$ cat src/rtl/hgta_pkg.sv
// Shared types and constants for the hand-gated temperature averager.
// Used by every module under rtl/; no dependencies of its own.
`default_nettype none
package hgta_pkg;

    localparam int MAX_SAMPLES = 4095;
    localparam int CNT_W       = 12;
    localparam int SUM_W       = 32;
    localparam int TEMP_W      = 17;
    localparam int AMB_W       = 15;
    localparam int TIME_W      = 32;
    localparam int THR_W       = 14;
    localparam int MS_W        = 16;
    localparam int CFG_IDX_W   = 3;
    localparam int CFG_DATA_W  = 17;

    localparam logic [CNT_W-1:0] COUNT_CAP =
        CNT_W'((MAX_SAMPLES > 4095) ? 4095 : ((MAX_SAMPLES < 1) ? 1 : MAX_SAMPLES));

    // register indexes on the config port
    localparam logic [CFG_IDX_W-1:0] CFG_HAND_THRESHOLD = 3'd0;
    localparam logic [CFG_IDX_W-1:0] CFG_WINDOW_MS      = 3'd1;
    localparam logic [CFG_IDX_W-1:0] CFG_TEMP_MIN       = 3'd2;
    localparam logic [CFG_IDX_W-1:0] CFG_TEMP_MAX       = 3'd3;
    localparam logic [CFG_IDX_W-1:0] CFG_HOLDOFF_MS     = 3'd4;

    localparam logic [THR_W-1:0]         RST_HAND_THRESHOLD = 14'd300;
    localparam logic [MS_W-1:0]          RST_WINDOW_MS      = 16'd3000;
    localparam logic signed [TEMP_W-1:0] RST_TEMP_MIN       = 17'sd3200;
    localparam logic signed [TEMP_W-1:0] RST_TEMP_MAX       = 17'sd4000;
    localparam logic [MS_W-1:0]          RST_HOLDOFF_MS     = 16'd500;

    // event kinds on m_tuser
    localparam logic EV_FINISHED = 1'b0;
    localparam logic EV_REMOVED  = 1'b1;

    typedef struct packed {
        logic [THR_W-1:0]         hand_threshold;
        logic [MS_W-1:0]          window_ms;
        logic signed [TEMP_W-1:0] temp_min;
        logic signed [TEMP_W-1:0] temp_max;
        logic [MS_W-1:0]          holdoff_ms;
    } cfg_t;

    // one queued job for the back end
    typedef struct packed {
        logic                    kind;
        logic signed [SUM_W-1:0] sum;
        logic [CNT_W-1:0]        count;
    } job_t;

endpackage
`default_nettype wire

$ cat src/rtl/hgta_front.sv
// Front end: takes input transactions, tracks hand/session state, sums samples
// and queues finish/removal jobs. Depends on hgta_pkg.
`default_nettype none
module hgta_front (
    input  wire logic                    aclk,
    input  wire logic                    aresetn,
    input  wire hgta_pkg::cfg_t          cfg,
    input  wire logic                    s_tvalid,
    output logic                         s_tready,
    input  wire logic [63:0]             s_tdata,
    input  wire logic                    q_full,
    output logic                         q_push,
    output hgta_pkg::job_t               q_job
);

    logic                                    hand_reg, hand_next;
    logic                                    meas_reg, meas_next;
    logic [hgta_pkg::TIME_W-1:0]             sess_start_reg, sess_start_next;
    logic [hgta_pkg::TIME_W-1:0]             last_start_reg, last_start_next;
    logic signed [hgta_pkg::SUM_W-1:0]       sum_reg, sum_next;
    logic [hgta_pkg::CNT_W-1:0]              count_reg, count_next;

    logic signed [hgta_pkg::AMB_W-1:0]       amb;
    logic signed [hgta_pkg::TEMP_W-1:0]      obj;
    logic [hgta_pkg::TIME_W-1:0]             now;
    logic signed [18:0]                      diff;
    logic                                    seen, start, remove, meas_eff, add, done;
    logic [hgta_pkg::TIME_W-1:0]             gap, elapsed, start_eff;
    logic signed [hgta_pkg::SUM_W-1:0]       sum_eff, sum_new;
    logic [hgta_pkg::CNT_W-1:0]              count_eff, count_new;
    logic                                    accept;

    assign amb = s_tdata[14:0];
    assign obj = s_tdata[31:15];
    assign now = s_tdata[63:32];

    assign s_tready = !q_full;
    assign accept   = s_tvalid && s_tready;

    always_comb begin
        diff   = $signed({{2{obj[16]}}, obj}) - $signed({{4{amb[14]}}, amb});
        seen   = diff >= $signed({5'd0, cfg.hand_threshold});
        gap    = now - last_start_reg;
        start  = seen && !hand_reg && (gap > {16'd0, cfg.holdoff_ms});
        remove = !seen && hand_reg;

        meas_eff  = start || meas_reg;
        count_eff = start ? '0 : count_reg;
        sum_eff   = start ? '0 : sum_reg;
        add       = count_eff < hgta_pkg::COUNT_CAP;
        count_new = add ? count_eff + 12'd1 : count_eff;
        sum_new   = add ? sum_eff + $signed({{15{obj[16]}}, obj}) : sum_eff;
        start_eff = start ? now : sess_start_reg;
        elapsed   = now - start_eff;
        done      = meas_eff && !remove && (elapsed >= {16'd0, cfg.window_ms});

        hand_next       = hand_reg;
        meas_next       = meas_reg;
        sess_start_next = sess_start_reg;
        last_start_next = last_start_reg;
        sum_next        = sum_reg;
        count_next      = count_reg;
        if (accept) begin
            if (start) begin
                hand_next       = 1'b1;
                sess_start_next = now;
                last_start_next = now;
            end
            if (remove) begin
                hand_next = 1'b0;
                meas_next = 1'b0;
            end else if (meas_eff) begin
                meas_next  = !done;
                sum_next   = sum_new;
                count_next = count_new;
            end
        end

        q_push      = accept && (remove || (done && count_new != '0));
        q_job.kind  = remove ? hgta_pkg::EV_REMOVED : hgta_pkg::EV_FINISHED;
        q_job.sum   = sum_new;
        q_job.count = count_new;
    end

    always_ff @(posedge aclk) begin
        if (!aresetn) begin
            hand_reg       <= 1'b0;
            meas_reg       <= 1'b0;
            sess_start_reg <= '0;
            last_start_reg <= '0;
            sum_reg        <= '0;
            count_reg      <= '0;
        end else begin
            hand_reg       <= hand_next;
            meas_reg       <= meas_next;
            sess_start_reg <= sess_start_next;
            last_start_reg <= last_start_next;
            sum_reg        <= sum_next;
            count_reg      <= count_next;
        end
    end

    // a session only runs while the hand is held
    a_meas_needs_hand: assert property (@(posedge aclk) disable iff (!aresetn)
        meas_reg |-> hand_reg) else $error("session open without hand");

    a_count_cap: assert property (@(posedge aclk) disable iff (!aresetn)
        count_reg <= hgta_pkg::COUNT_CAP) else $error("sample count above cap");

endmodule
`default_nettype wire

$ cat src/rtl/hgta_queue.sv
// Two-entry job queue between the front and back ends.
// Depends on hgta_pkg for the job type.
`default_nettype none
module hgta_queue (
    input  wire logic            aclk,
    input  wire logic            aresetn,
    input  wire logic            push,
    input  wire hgta_pkg::job_t  push_job,
    output logic                 full,
    input  wire logic            pop,
    output logic                 not_empty,
    output hgta_pkg::job_t       head
);

    hgta_pkg::job_t mem_reg [2];
    logic           wr_ptr_reg, wr_ptr_next;
    logic           rd_ptr_reg, rd_ptr_next;
    logic [1:0]     fill_reg, fill_next;

    assign full      = fill_reg == 2'd2;
    assign not_empty = fill_reg != 2'd0;
    assign head      = mem_reg[rd_ptr_reg];

    always_comb begin
        wr_ptr_next = push ? !wr_ptr_reg : wr_ptr_reg;
        rd_ptr_next = pop  ? !rd_ptr_reg : rd_ptr_reg;
        fill_next   = fill_reg + {1'b0, push} - {1'b0, pop};
    end

    always_ff @(posedge aclk) begin
        if (push) begin
            mem_reg[wr_ptr_reg] <= push_job;
        end
    end

    always_ff @(posedge aclk) begin
        if (!aresetn) begin
            wr_ptr_reg <= 1'b0;
            rd_ptr_reg <= 1'b0;
            fill_reg   <= 2'd0;
        end else begin
            wr_ptr_reg <= wr_ptr_next;
            rd_ptr_reg <= rd_ptr_next;
            fill_reg   <= fill_next;
        end
    end

    a_no_overflow: assert property (@(posedge aclk) disable iff (!aresetn)
        push |-> (!full || pop)) else $error("job queue overflow");

endmodule
`default_nettype wire

$ cat src/rtl/hgta_back.sv
// Back end: pops jobs, runs a bit-serial divide for finished sessions, keeps the
// last result and drives the output register. Depends on hgta_pkg.
`default_nettype none
module hgta_back (
    input  wire logic            aclk,
    input  wire logic            aresetn,
    input  wire hgta_pkg::cfg_t  cfg,
    input  wire logic            q_not_empty,
    input  wire hgta_pkg::job_t  q_head,
    output logic                 q_pop,
    output logic                 m_tvalid,
    input  wire logic            m_tready,
    output logic [31:0]          m_tdata,
    output logic                 m_tuser
);

    localparam logic [1:0] S_IDLE = 2'd0;
    localparam logic [1:0] S_DIV  = 2'd1;
    localparam logic [1:0] S_OUT  = 2'd2;

    logic [1:0]                          state_reg, state_next;
    logic [4:0]                          step_reg, step_next;
    logic [31:0]                         quo_reg, quo_next;
    logic [hgta_pkg::CNT_W-1:0]          rem_reg, rem_next;
    logic [hgta_pkg::CNT_W-1:0]          div_reg, div_next;
    logic                                neg_reg, neg_next;
    logic                                kind_reg, kind_next;
    logic signed [hgta_pkg::TEMP_W-1:0]  avg_reg, avg_next;
    logic [hgta_pkg::CNT_W-1:0]          cnt_reg, cnt_next;
    logic signed [hgta_pkg::TEMP_W-1:0]  last_reg, last_next;
    logic                                valid_reg, valid_next;
    logic [31:0]                         data_reg, data_next;
    logic                                user_reg, user_next;

    logic                                out_free, in_range;
    logic [hgta_pkg::CNT_W:0]            trial;
    logic [31:0]                         q_signed;

    assign out_free = !valid_reg || m_tready;
    assign in_range = (avg_reg >= cfg.temp_min) && (avg_reg <= cfg.temp_max);

    always_comb begin
        state_next = state_reg;
        step_next  = step_reg;
        quo_next   = quo_reg;
        rem_next   = rem_reg;
        div_next   = div_reg;
        neg_next   = neg_reg;
        kind_next  = kind_reg;
        avg_next   = avg_reg;
        cnt_next   = cnt_reg;
        last_next  = last_reg;
        valid_next = valid_reg && !m_tready;
        data_next  = data_reg;
        user_next  = user_reg;
        q_pop      = 1'b0;
        trial      = {rem_reg, quo_reg[31]};
        q_signed   = neg_reg ? 32'd0 - quo_reg : quo_reg;

        unique case (state_reg)
            S_IDLE: begin
                if (q_not_empty) begin
                    q_pop     = 1'b1;
                    kind_next = q_head.kind;
                    if (q_head.kind == hgta_pkg::EV_REMOVED) begin
                        avg_next   = last_reg;
                        cnt_next   = '0;
                        state_next = S_OUT;
                    end else begin
                        neg_next   = q_head.sum[31];
                        quo_next   = q_head.sum[31] ? 32'd0 - q_head.sum : q_head.sum;
                        rem_next   = '0;
                        div_next   = q_head.count;
                        cnt_next   = q_head.count;
                        step_next  = '0;
                        state_next = S_DIV;
                    end
                end
            end
            S_DIV: begin
                // restoring divide, one quotient bit per cycle
                if (trial >= {1'b0, div_reg}) begin
                    rem_next = hgta_pkg::CNT_W'(trial - {1'b0, div_reg});
                    quo_next = {quo_reg[30:0], 1'b1};
                end else begin
                    rem_next = trial[hgta_pkg::CNT_W-1:0];
                    quo_next = {quo_reg[30:0], 1'b0};
                end
                step_next = step_reg + 5'd1;
                if (step_reg == 5'd31) begin
                    state_next = S_OUT;
                end
            end
            S_OUT: begin
                if (kind_reg == hgta_pkg::EV_FINISHED && step_reg == 5'd0) begin
                    // divide just ended: quotient to signed average
                    avg_next  = q_signed[hgta_pkg::TEMP_W-1:0];
                    last_next = q_signed[hgta_pkg::TEMP_W-1:0];
                    step_next = 5'd1;
                end else if (out_free) begin
                    valid_next = 1'b1;
                    data_next  = {2'b00, cnt_reg, in_range, avg_reg};
                    user_next  = kind_reg;
                    state_next = S_IDLE;
                end
            end
            default: begin
                state_next = S_IDLE;
            end
        endcase
    end

    always_ff @(posedge aclk) begin
        quo_reg  <= quo_next;
        rem_reg  <= rem_next;
        div_reg  <= div_next;
        neg_reg  <= neg_next;
        kind_reg <= kind_next;
        avg_reg  <= avg_next;
        cnt_reg  <= cnt_next;
        data_reg <= data_next;
        user_reg <= user_next;
    end

    always_ff @(posedge aclk) begin
        if (!aresetn) begin
            state_reg <= S_IDLE;
            step_reg  <= '0;
            last_reg  <= '0;
            valid_reg <= 1'b0;
        end else begin
            state_reg <= state_next;
            step_reg  <= step_next;
            last_reg  <= last_next;
            valid_reg <= valid_next;
        end
    end

    assign m_tvalid = valid_reg;
    assign m_tdata  = data_reg;
    assign m_tuser  = user_reg;

    a_div_nonzero: assert property (@(posedge aclk) disable iff (!aresetn)
        state_reg == S_DIV |-> div_reg != '0) else $error("divide by zero count");

    a_removal_count: assert property (@(posedge aclk) disable iff (!aresetn)
        (state_reg == S_OUT && kind_reg == hgta_pkg::EV_REMOVED) |-> cnt_reg == '0)
        else $error("removal carries a sample count");

    a_pop_idle: assert property (@(posedge aclk) disable iff (!aresetn)
        q_pop |-> state_reg == S_IDLE && q_not_empty) else $error("pop outside idle");

endmodule
`default_nettype wire

$ cat src/rtl/hand_gated_temp_averager_top.sv
// Top level of the hand-gated temperature averager: config registers, front end,
// job queue and back end. Depends on hgta_pkg, hgta_front, hgta_queue, hgta_back.
//
// Usage:
//   Input transactions (s_tvalid/s_tready/s_tdata) carry one ambient reading,
//   one object reading and a millisecond timestamp. Each transaction gives zero
//   or one result on m_tvalid/m_tready/m_tdata/m_tuser: a finished session with
//   its average (m_tuser = 0) or a hand removal repeating the last average
//   (m_tuser = 1).
//   The front end takes one transaction per cycle while the two-entry job queue
//   has room. A removal result passes through the queue, the back end's idle and
//   output states and the output register to m_tvalid; a finished session also
//   runs the 32-step bit-serial divider first. The back end handles one job at a
//   time, so further jobs wait in the queue.
//   A stalled m_tready holds the output register, then the back end, then the
//   queue; s_tready drops only when the queue is full.
//   Reset (aresetn low, synchronous) loads register defaults and clears all
//   session state and the last average. Config writes (cfg_wr_en) take effect
//   at once and belong in idle periods.
`default_nettype none
module hand_gated_temp_averager_top (
    input  wire logic                               aclk,
    input  wire logic                               aresetn,
    input  wire logic                               cfg_wr_en,
    input  wire logic [hgta_pkg::CFG_IDX_W-1:0]     cfg_index,
    input  wire logic [hgta_pkg::CFG_DATA_W-1:0]    cfg_data,
    input  wire logic                               s_tvalid,
    output logic                                    s_tready,
    // [14:0] ambient_temp, [31:15] object_temp, [63:32] now_ms
    input  wire logic [63:0]                        s_tdata,
    output logic                                    m_tvalid,
    input  wire logic                               m_tready,
    // [16:0] average_temp, [17] in_range, [29:18] sample_count, [31:30] zero
    output logic [31:0]                             m_tdata,
    // [0] event_kind
    output logic                                    m_tuser
);

    hgta_pkg::cfg_t cfg_reg, cfg_next;
    hgta_pkg::job_t push_job, head_job;
    logic           q_push, q_full, q_pop, q_not_empty;

    always_comb begin
        cfg_next = cfg_reg;
        if (cfg_wr_en) begin
            unique case (cfg_index)
                hgta_pkg::CFG_HAND_THRESHOLD: cfg_next.hand_threshold = cfg_data[13:0];
                hgta_pkg::CFG_WINDOW_MS:      cfg_next.window_ms      = cfg_data[15:0];
                hgta_pkg::CFG_TEMP_MIN:       cfg_next.temp_min       = cfg_data;
                hgta_pkg::CFG_TEMP_MAX:       cfg_next.temp_max       = cfg_data;
                hgta_pkg::CFG_HOLDOFF_MS:     cfg_next.holdoff_ms     = cfg_data[15:0];
                default: begin
                end
            endcase
        end
    end

    always_ff @(posedge aclk) begin
        if (!aresetn) begin
            cfg_reg.hand_threshold <= hgta_pkg::RST_HAND_THRESHOLD;
            cfg_reg.window_ms      <= hgta_pkg::RST_WINDOW_MS;
            cfg_reg.temp_min       <= hgta_pkg::RST_TEMP_MIN;
            cfg_reg.temp_max       <= hgta_pkg::RST_TEMP_MAX;
            cfg_reg.holdoff_ms     <= hgta_pkg::RST_HOLDOFF_MS;
        end else begin
            cfg_reg <= cfg_next;
        end
    end

    hgta_front u_front (
        .aclk     (aclk),
        .aresetn  (aresetn),
        .cfg      (cfg_reg),
        .s_tvalid (s_tvalid),
        .s_tready (s_tready),
        .s_tdata  (s_tdata),
        .q_full   (q_full),
        .q_push   (q_push),
        .q_job    (push_job)
    );

    hgta_queue u_queue (
        .aclk      (aclk),
        .aresetn   (aresetn),
        .push      (q_push),
        .push_job  (push_job),
        .full      (q_full),
        .pop       (q_pop),
        .not_empty (q_not_empty),
        .head      (head_job)
    );

    hgta_back u_back (
        .aclk        (aclk),
        .aresetn     (aresetn),
        .cfg         (cfg_reg),
        .q_not_empty (q_not_empty),
        .q_head      (head_job),
        .q_pop       (q_pop),
        .m_tvalid    (m_tvalid),
        .m_tready    (m_tready),
        .m_tdata     (m_tdata),
        .m_tuser     (m_tuser)
    );

endmodule
`default_nettype wire
$ cat config.mk
export PLATFORM = sky130hd
export DESIGN_NAME = hand_gated_temp_averager_top
export DESIGN_NICKNAME = d
export VERILOG_FILES = /design/src/rtl/hgta_pkg.sv /design/src/rtl/hgta_front.sv /design/src/rtl/hgta_queue.sv /design/src/rtl/hgta_back.sv /design/src/rtl/hand_gated_temp_averager_top.sv
export SDC_FILE = /design/constraint.sdc
export NUM_CORES = 1
export LEC_CHECK = 0
export BUFFER_PORTS_ARGS = -buffer_cell sky130_fd_sc_hd__buf_2
export CORE_UTILIZATION = 54
export DETAILED_ROUTE_END_ITERATION = 16
export PLACE_DENSITY = 0.79
export SLEW_MARGIN = 20
export SYNTH_ARGS = -nofsm -noshare
export SYNTH_HDL_FRONTEND = slang
export SYNTH_SLANG_ARGS = --single-unit
$ cat constraint.sdc
create_clock -name aclk -period 21.5 [get_ports aclk]
set_clock_uncertainty 0.2 [all_clocks]
set_input_delay 1.075 -clock aclk [delete_from_list [all_inputs] [get_ports aclk]]
set_output_delay 1.075 -clock aclk [all_outputs]
set_load 0.01 [all_outputs]
==> results of run 1 <==
per-layer routing:
metal	wire [um]	track usage (%)	share of wire, %
met2	32600	46.8	47
met1	29600	36.0	43
met5	23	0	0.033
met3	4740	4.28	6.8
met4	2400	10.1	3.5
area by class of cell:
| class | count | area, sq um | area share, % |
|---|---|---|---|
| Antenna cell | 1 | 2.50 | 0.00867 |
| Clock inverter | 30 | 359 | 1.24 |
| Timing Repair Buffer | 138 | 733 | 2.54 |
| Clock buffer | 54 | 1240 | 4.30 |
| Sequential cell | 428 | 10700 | 36.9 |
| Tap cell | 615 | 769 | 2.66 |
| Multi-Input combinational cell | 2215 | 14400 | 49.8 |
| Inverter | 195 | 737 | 2.55 |
worst max-delay path by stage:
stage                      startpoint                      to  cells after the start
final                     s_tdata[33]  u_queue.mem_reg[1][39]                     46
after global routing      s_tdata[33]     u_queue.fill_reg[1]                     49
after CTS                 s_tdata[33]  u_queue.mem_reg[1][37]                     46
after detailed placement  s_tdata[33]  u_queue.mem_reg[1][15]                     46
after global placement    s_tdata[33]  u_queue.mem_reg[1][42]                     46
after floorplan           s_tdata[32]   u_queue.mem_reg[0][0]                     49
layout by cell type (no fill, tap or decap), drive strengths merged, types with 81 or more instances in the layout:
cell type,instances
inv,197
ha,211
mux2i,83
buf,138
dfxtp,220
nand2,460
edfxtp,208
o21ai,145
nor2,197
a21oi,304
a21o,81
logic make-up after synthesis:
kind of cell               Yosys count
AOI/OAI and AO/OA                  751
xor gates and xnor gates           131
adders and majority gates          220
buffers and inverters              313
DFF                                428
muxes                              115
other                                1
and+or+nand+nor                    996
through the flow:
stage               total power [uW]  cells  area (sq um)
floorplan                       1940   2956         26200
global placement                2190   3591         27300
detailed placement              2240   3591         27300
CTS                             3080   3675         28900
global route                    3260   3675         28900
finish                          3090   3676         28900
where the power goes:
group	total, uW	internal, uW	leakage (uW)	switching [uW]
combinational	1100	418	0.00714	682
clock	835	490	0.000778	345
sequential	1150	1060	0.00371	90.3
total	3090	1970	0.0116	1120
critical path: cells and delay by family:
kind,cells,cell delay (ns)
AOI/OAI and AO/OA,21,4.25
xor gates and xnor gates,2,0.30
adders and majority gates,5,1.58
buffers and inverters,2,0.63
muxes,1,0.20
and+or+nand+nor,15,3.24
==> results.cfg, run 1 <==
[clock_tree]
postCtsHoldBufs = 0
cts-resized-gates = 0
path_clk_slew_ns = 0.06
cts_max_level = 2
numCtsBuffers = 46
clockBufferDepth = 3
root_buffer = clkbuf_16
clock_latency_ns = 0.59
cts_sinks = 428
tritoncts = done
cts_setup_buffers = 0

[yosys]
avgSynthCellArea_sq_um = 8.86
synth_top_family_by_area = compound AO/OA/AOI/OAI gates
async_flop_share_pct = 0
synthXorXnorAreaFrac_pct = 4.38
ys.flop_type = dfxtp_1
ys_ff_latch = 428
synth_top_area_cell = edfxtp_1
yosysSeqAreaShare_pct = 40.7
synth-simple-area-share_pct = 17.5
yosys.area.top_type_share_pct = 23.9
synth_compound_area_share_pct = 17.7
ys_warn_count = 0
synth_area_sq_um = 26200
synthCells = 2955
synthMuxAreaShare_pct = 4.59
synth_commonest_cells = 460 x nand2_1, 304 x a21oi_1, 220 x dfxtp_1, 211 x ha_1, 208 x edfxtp_1
yosysUniqueCellTypes = 87
synth_edf_count = 208
yosysMostFrequentCell = nand2_1
synth_area_leaders = edfxtp_1 24%, dfxtp_1 17%, ha_1 10%
synthAdderAreaFrac_pct = 10.6

[detailed_routing]
ant_nets = 0
post_drt_wl_per_cell_um = 18.9
vias_per_cell = 5.94
wl_um = 69400
post-route-drc-count = 0
num_vias = 21800
first_pass_iters = 5
initialDrtViolationCount = 1772

[critical_path]
r2r_setup_slack_ns = 10.51
slowest_stage = a22oi_1
endpoint_kind = flop
crit_fanout = 45
reg2reg_from = u_front.last_start_reg[1]
r2r_cells = 46
crit_type = primary input to flop
path_common_cell = ha_1
critPathMaxStageDelay_ns = 0.54
crit_arrival_ns = 11.33
cp.required_ns = 21.56
start_kind = primary input
r2r_end = u_queue.mem_reg[1][39]

[cells_and_area]
layout-drive-gt1-share_pct = 9.48
fillers = 4002
nNetsFinal = 3329
largest_register_ffs = 90
post-route-util_pct = 60.5
syn_to_final_growth_pct = 10.3

[hold_path]
min_to = u_back.m_tdata[28]
hp-class = flop to flop
hold_path_startpoint = u_back.cnt_reg[10]
hold_depth = 0

[sta]
rsz0062_at_grt = false
worstMarginPinSlew_ns = 1.05
drv_slew = 0
setup_viol = 0
timing.final.crit_share_pct = 52.4
layout_min_cycle_time_ns = 11.27
hold_viol_final = 0
whs_ns = 0.220
fmax_mhz = 88.7
setup-tns-final_ns = 0
timing.final.ws_setup_ns = 10.23
relSlewSlack_pct = 29.8

[floorplan]
core-area_sq_um = 47700
die_height_um = 222
die_area_sq_um = 49300
die_x_um = 222
rows = 80
initial_core_util_pct = 54.8
io_pins = 124

[grt]
grt_usage_pct = 27.8
grt_max_degree = 102
grt_pass1_wl_um = 110000
antenna_found_initial = 2
grt.overflow.total = 0
grt_pass1_vias = 21300

[pwr]
pwr_density_cell_nw_per_um2 = 107
leakagePower_uw = 0.0116
vdd_ir_drop_max_v = 0.0000807

[place]
hpwl_um = 50400
gp_congestion = 0.989
place_ws_ns = 9.51
io_buffers = 121

[status]
outcome = finished, final reports clean

[job]
drv_cap = 0
(Power assumes the default switching activity.)
==> inputs of run 2 (changes only) <==
==> constraint.sdc (replaced) <==
create_clock -name aclk -period 10.8 [get_ports aclk]
set_clock_uncertainty 0.2 [all_clocks]
set_input_delay 0.54 -clock aclk [delete_from_list [all_inputs] [get_ports aclk]]
set_output_delay 0.54 -clock aclk [all_outputs]
set_load 0.01 [all_outputs]
==> run 2 against run 1 <==
Count of clock-buffer cells in the layout is 5 higher; clock power is 94% higher; total power is 98% higher.
==> results.cfg, run 2 (synthesis gave the netlist of run 1 again) <==
[status]
outcome = finished, final reports clean

[critical_path]
critPathMaxStageDelay_ns = 0.42
path_common_cell = ha_1
cp.required_ns = 11.08
r2r_cells = 51
endpoint_kind = flop
crit_arrival_ns = 10.41
crit_type = flop to flop
start_kind = flop
crit_fanout = 4
slowest_stage = fa_1

[detailed_routing]
initialDrtViolationCount = 1761
ant_nets = 0
wl_um = 69600
num_vias = 21900
vias_per_cell = 5.94
first_pass_iters = 5
post_drt_wl_per_cell_um = 18.9
post-route-drc-count = 0

[clock_tree]
clockBufferDepth = 3
clock_latency_ns = 0.62
cts_setup_buffers = 0
path_clk_slew_ns = 0.07
cts_max_level = 2
cts_sinks = 428
numCtsBuffers = 47
tritoncts = done
root_buffer = clkbuf_16

[floorplan]
initial_core_util_pct = 54.8
die_area_sq_um = 49300
io_pins = 124
die_height_um = 222
rows = 80
core-area_sq_um = 47700
die_x_um = 222

[grt]
antenna_found_initial = 2
grt_usage_pct = 27.6
grt.overflow.total = 0
grt_max_degree = 106
grt_pass1_vias = 21000
grt_pass1_wl_um = 109000

[cells_and_area]
mostFrequentLayoutCells = 460 x nand2_1, 303 x a21oi_1, 219 x dfxtp_1, 210 x ha_1, 208 x edfxtp_1
nNetsFinal = 3341
syn_to_final_growth_pct = 10.7
layout-drive-gt1-share_pct = 9.70
largest_register_ffs = 90
final_common_cell = nand2_1

[sta]
setup-tns-final_ns = 0
setup_viol = 0
layout_min_cycle_time_ns = 10.13
relSlewSlack_pct = 24.3
whs_ns = 0.0232
drv_slew = 0
fmax_mhz = 98.7
worstMarginPinSlew_ns = 1.13
hold_viol_final = 0
timing.final.crit_share_pct = 93.8

[job]
drv_cap = 0

[pwr]
leakagePower_uw = 0.0117
vdd_ir_drop_max_v = 0.000133
pwr_density_cell_nw_per_um2 = 211

[hold_path]
hold_depth = 3
hp-class = primary input to flop

[place]
io_buffers = 121
hpwl_um = 50900
gp_congestion = 0.917
-- run 2: changes by cell type in the layout (fill, tap and decap cells not counted), moves of 2 or more --
cell           change
clkbuf_1           +8
mux2i_2            +2
clkinvlp_4         -2
clkbuf_8           -5
clkinv_4           -3
dlygate4sd3_1      +2
buf_4              +7
clkinv_2           -2
bufinv_16          -2
clkbuf_16          +2
clkinv_1           +5
mux2i_1            -2
-- run 2: final cells by class --
| cell class | instances | area [sq um] |
|---|---|---|
| inverter | 195 | 737 |
| clock buffer | 59 | 1250 |
| antenna | 2 | 5.00 |
| timing repair buffer | 148 | 821 |
| multi-input combinational | 2216 | 14400 |
| tap | 615 | 769 |
| clock inverter | 27 | 297 |
| sequential | 428 | 10700 |
| fill | 3958 | 18800 |
-- run 2: per-layer routing --
metal / vias up / GRT usage, % / part of all wire, %
li1: 10600 / - / -
met1: 10300 / 36.4 / 43
met2: 798 / 45.7 / 47
met3: 157 / 4.23 / 7.3
met4: 0 / 10.4 / 3.5
met5: - / 0 / 0
-- run 2: path summary, 6_finish.rpt --
| kind | from | slack [ns] | to |
|---|---|---|---|
| hold / removal | cfg_data[14] | 0.02 | cfg_reg[64] |
| hold reg to reg | u_back.cnt_reg[10] | 0.22 | u_back.m_tdata[28] |
| setup / recovery | u_front.last_start_reg[0] | 0.67 | u_queue.fill_reg[1] |
| setup reg to reg | u_front.last_start_reg[0] | 0.67 | u_queue.fill_reg[1] |
-- run 2: timing repair --
action                                  in CTS  in global routing
hold endpoints to repair                     4                  0
endpoints found under the setup margin       0                 93
hold buffers                                 2                  0
resized for setup                            0                 16
-- run 2: power breakdown --
part	switching (uW)	leakage, uW	internal, uW
Sequential	184	0.00371	2120
Combinational	1350	0.00719	843
Clock	697	0.000747	928
-- run 2: stage by stage --
step | area, sq um | std cells | util, % | worst slack, ns | total power (uW)
6_report | 29000 | 3690 | 60.7 | 0.666 | 6120
5_1_grt | 29000 | 3688 | 60.7 | -0.178 | 6460
4_1_cts | 28900 | 3686 | 60.5 | 0.261 | 6100
3_5_place_dp | 27300 | 3598 | 57.2 | -0.137 | 4470
3_3_place_gp | 27300 | 3598 | 57.2 | 0.438 | 4370
2_1_floorplan | 26200 | 2956 | - | 0.0613 | 3860
-- run 2: worst max-delay path, delay by kind of cell (launching register included) --
family | cells | cell delay, ns
compound gates | 22 | 3.78
fa+ha+maj | 7 | 1.82
flops | 1 | 0.34
xor+xnor | 4 | 0.51
mux | 1 | 0.30
simple gates | 16 | 3.02
buf+inv | 1 | 0.06
==> inputs of run 3 (changes only) <==
--- a/config.mk
+++ b/config.mk
@@ -7,6 +7,7 @@
 export LEC_CHECK = 0
 export BUFFER_PORTS_ARGS = -buffer_cell sky130_fd_sc_hd__buf_2
 export CORE_UTILIZATION = 54
+export CTS_BUF_LIST = sky130_fd_sc_hd__clkbuf_4 sky130_fd_sc_hd__clkbuf_8
 export DETAILED_ROUTE_END_ITERATION = 16
 export PLACE_DENSITY = 0.79
 export SLEW_MARGIN = 20
==> run 3 against run 2 <==
Critical path depth decreased by 3; critical path type is now primary input to flop; first-iteration DRC count decreased by 9.4%; total power decreased by 1.3%.
==> results.cfg, run 3 (synthesis gave the netlist of run 1 again) <==
[status]
outcome = finished, final reports clean

[detailed_routing]
num_vias = 22200
post-route-drc-count = 0
vias_per_cell = 5.88
first_pass_iters = 5
wl_um = 69700
initialDrtViolationCount = 1595
post_drt_wl_per_cell_um = 18.5
ant_nets = 0

[grt]
gr-usage-met1_pct = 36.0
antenna_found_initial = 2
grt.overflow.total = 0
busiest_layer = met2
grt_use_met3_pct = 4.80
grt_usage_pct = 27.8
grt_max_degree = 106
grt_pass1_vias = 21400
grtUsageMet2_pct = 46.1
grt_pass1_wl_um = 110000

[floorplan]
rows = 80
die_height_um = 222
core-area_sq_um = 47700
die_x_um = 222
io_pins = 124
die_area_sq_um = 49300
initial_core_util_pct = 54.8

[sta]
hold_viol_final = 0
setup_viol = 0
drv_slew = 0
fmax_mhz = 97.5
timing.final.crit_share_pct = 94.9
relSlewSlack_pct = 25.6
layout_min_cycle_time_ns = 10.25
worstMarginPinSlew_ns = 1.11

[critical_path]
cp.required_ns = 10.93
start_kind = primary input
crit_arrival_ns = 10.38
crit_type = primary input to flop
critPathMaxStageDelay_ns = 0.54
r2r_setup_slack_ns = 0.63
endpoint_kind = flop
crit_fanout = 45
slowest_stage = dlygate4sd3_1

[clock_tree]
path_clk_slew_ns = 0.06
cts_sinks = 428
clock_latency_ns = 0.67
cts_max_level = 3
tritoncts = done
clockBufferDepth = 3
root_buffer = clkbuf_8
numCtsBuffers = 73
cts_setup_buffers = 0

[pwr]
p_total_uw = 6040
pwr_density_cell_nw_per_um2 = 205
vdd_ir_drop_max_v = 0.000138
leakagePower_uw = 0.0119

[job]
drv_cap = 0

[cells_and_area]
mostFrequentLayoutCells = 460 x nand2_1, 303 x a21oi_1, 219 x dfxtp_1, 210 x ha_1, 208 x edfxtp_1
finalNonFillerCells = 3779
final_common_cell = nand2_1
fin_area_sq_um = 29400
nNetsFinal = 3411
syn_to_final_growth_pct = 12.4
largest_register_ffs = 90
layout-drive-gt1-share_pct = 11.2

[place]
dp_cells = 3598
io_buffers = 121
hpwl_um = 50900
dpl_cell_area_sq_um = 27300
gp_congestion = 0.917

[hold_path]
hp-class = primary input to flop
run 3: cell count changes in the layout (fill, tap and decap cells not counted), sizes merged:
cell	delta
clkbuf	+48
dlygate4sd3	+45
clkinv	-3
bufinv	-2
clkinvlp	+2
and2	-1
buf	-1
nor3	+1
run 3: timing repair:
item / CTS / global route
endpoints found under the setup margin: 0 / 93
hold buffers: 47 / 0
gates resized for setup: 0 / 16
endpoints found under the hold margin: 121 / 0
run 3: worst max-delay path: cells and delay by family:
kind,cells,cell delay (ns)
adders and majority gates,5,1.50
muxes,1,0.30
buffers and inverters,2,0.72
AOI/OAI and AO/OA,22,3.76
xor gates and xnor gates,2,0.21
and+or+nand+nor,16,3.35
run 3: stage by stage:
stage          hold slack (ns)  TNS (ns)  utilization (%)  worst slack, ns
4_1_cts                0.00732         0             61.4            0.124
3_3_place_gp             0.209         0             57.2            0.438
3_5_place_dp             0.205     -6.12             57.2           -0.137
6_report                0.0537         0             61.6            0.547
2_1_floorplan            0.200         0                -           0.0613
5_1_grt                 0.0360    -14.28             61.6           -0.246
run 3: worst paths after layout:
check	startpoint	endpoint	cells after the start
min	m_tready	u_back.m_tvalid	3
max	s_tdata[33]	u_queue.mem_reg[1][10]	48
min reg2reg	u_back.cnt_reg[6]	u_back.m_tdata[24]	0
max reg2reg	u_front.last_start_reg[0]	u_queue.mem_reg[1][10]	48
run 3: report_power, final:
group | switching (uW) | internal (uW) | leakage [uW] | total (uW)
logic | 1350 | 851 | 0.00738 | 2200
clock network | 691 | 847 | 0.000805 | 1540
registers | 183 | 2120 | 0.00371 | 2300
total | 2220 | 3810 | 0.0119 | 6040
run 3: final cells by class:
class / count / area (sq um)
repair buffers: 192 / 1260
multi-input cells: 2216 / 14500
well taps: 615 / 769
inverters: 195 / 737
flip-flops and latches: 428 / 10700
diodes: 2 / 5.00
fillers: 3961 / 18300
clock inverters: 24 / 214
clock buffers: 107 / 1330
run 3: per-layer routing:
| metal | wire length (um) | vias to the layer above | share of wire (%) |
|---|---|---|---|
| met3 | 4920 | 164 | 7.1 |
| met2 | 32700 | 750 | 47 |
| li1 | - | 10800 | - |
| met1 | 29700 | 10500 | 43 |
| met5 | 0 | - | 0 |
| met4 | 2450 | 0 | 3.5 |
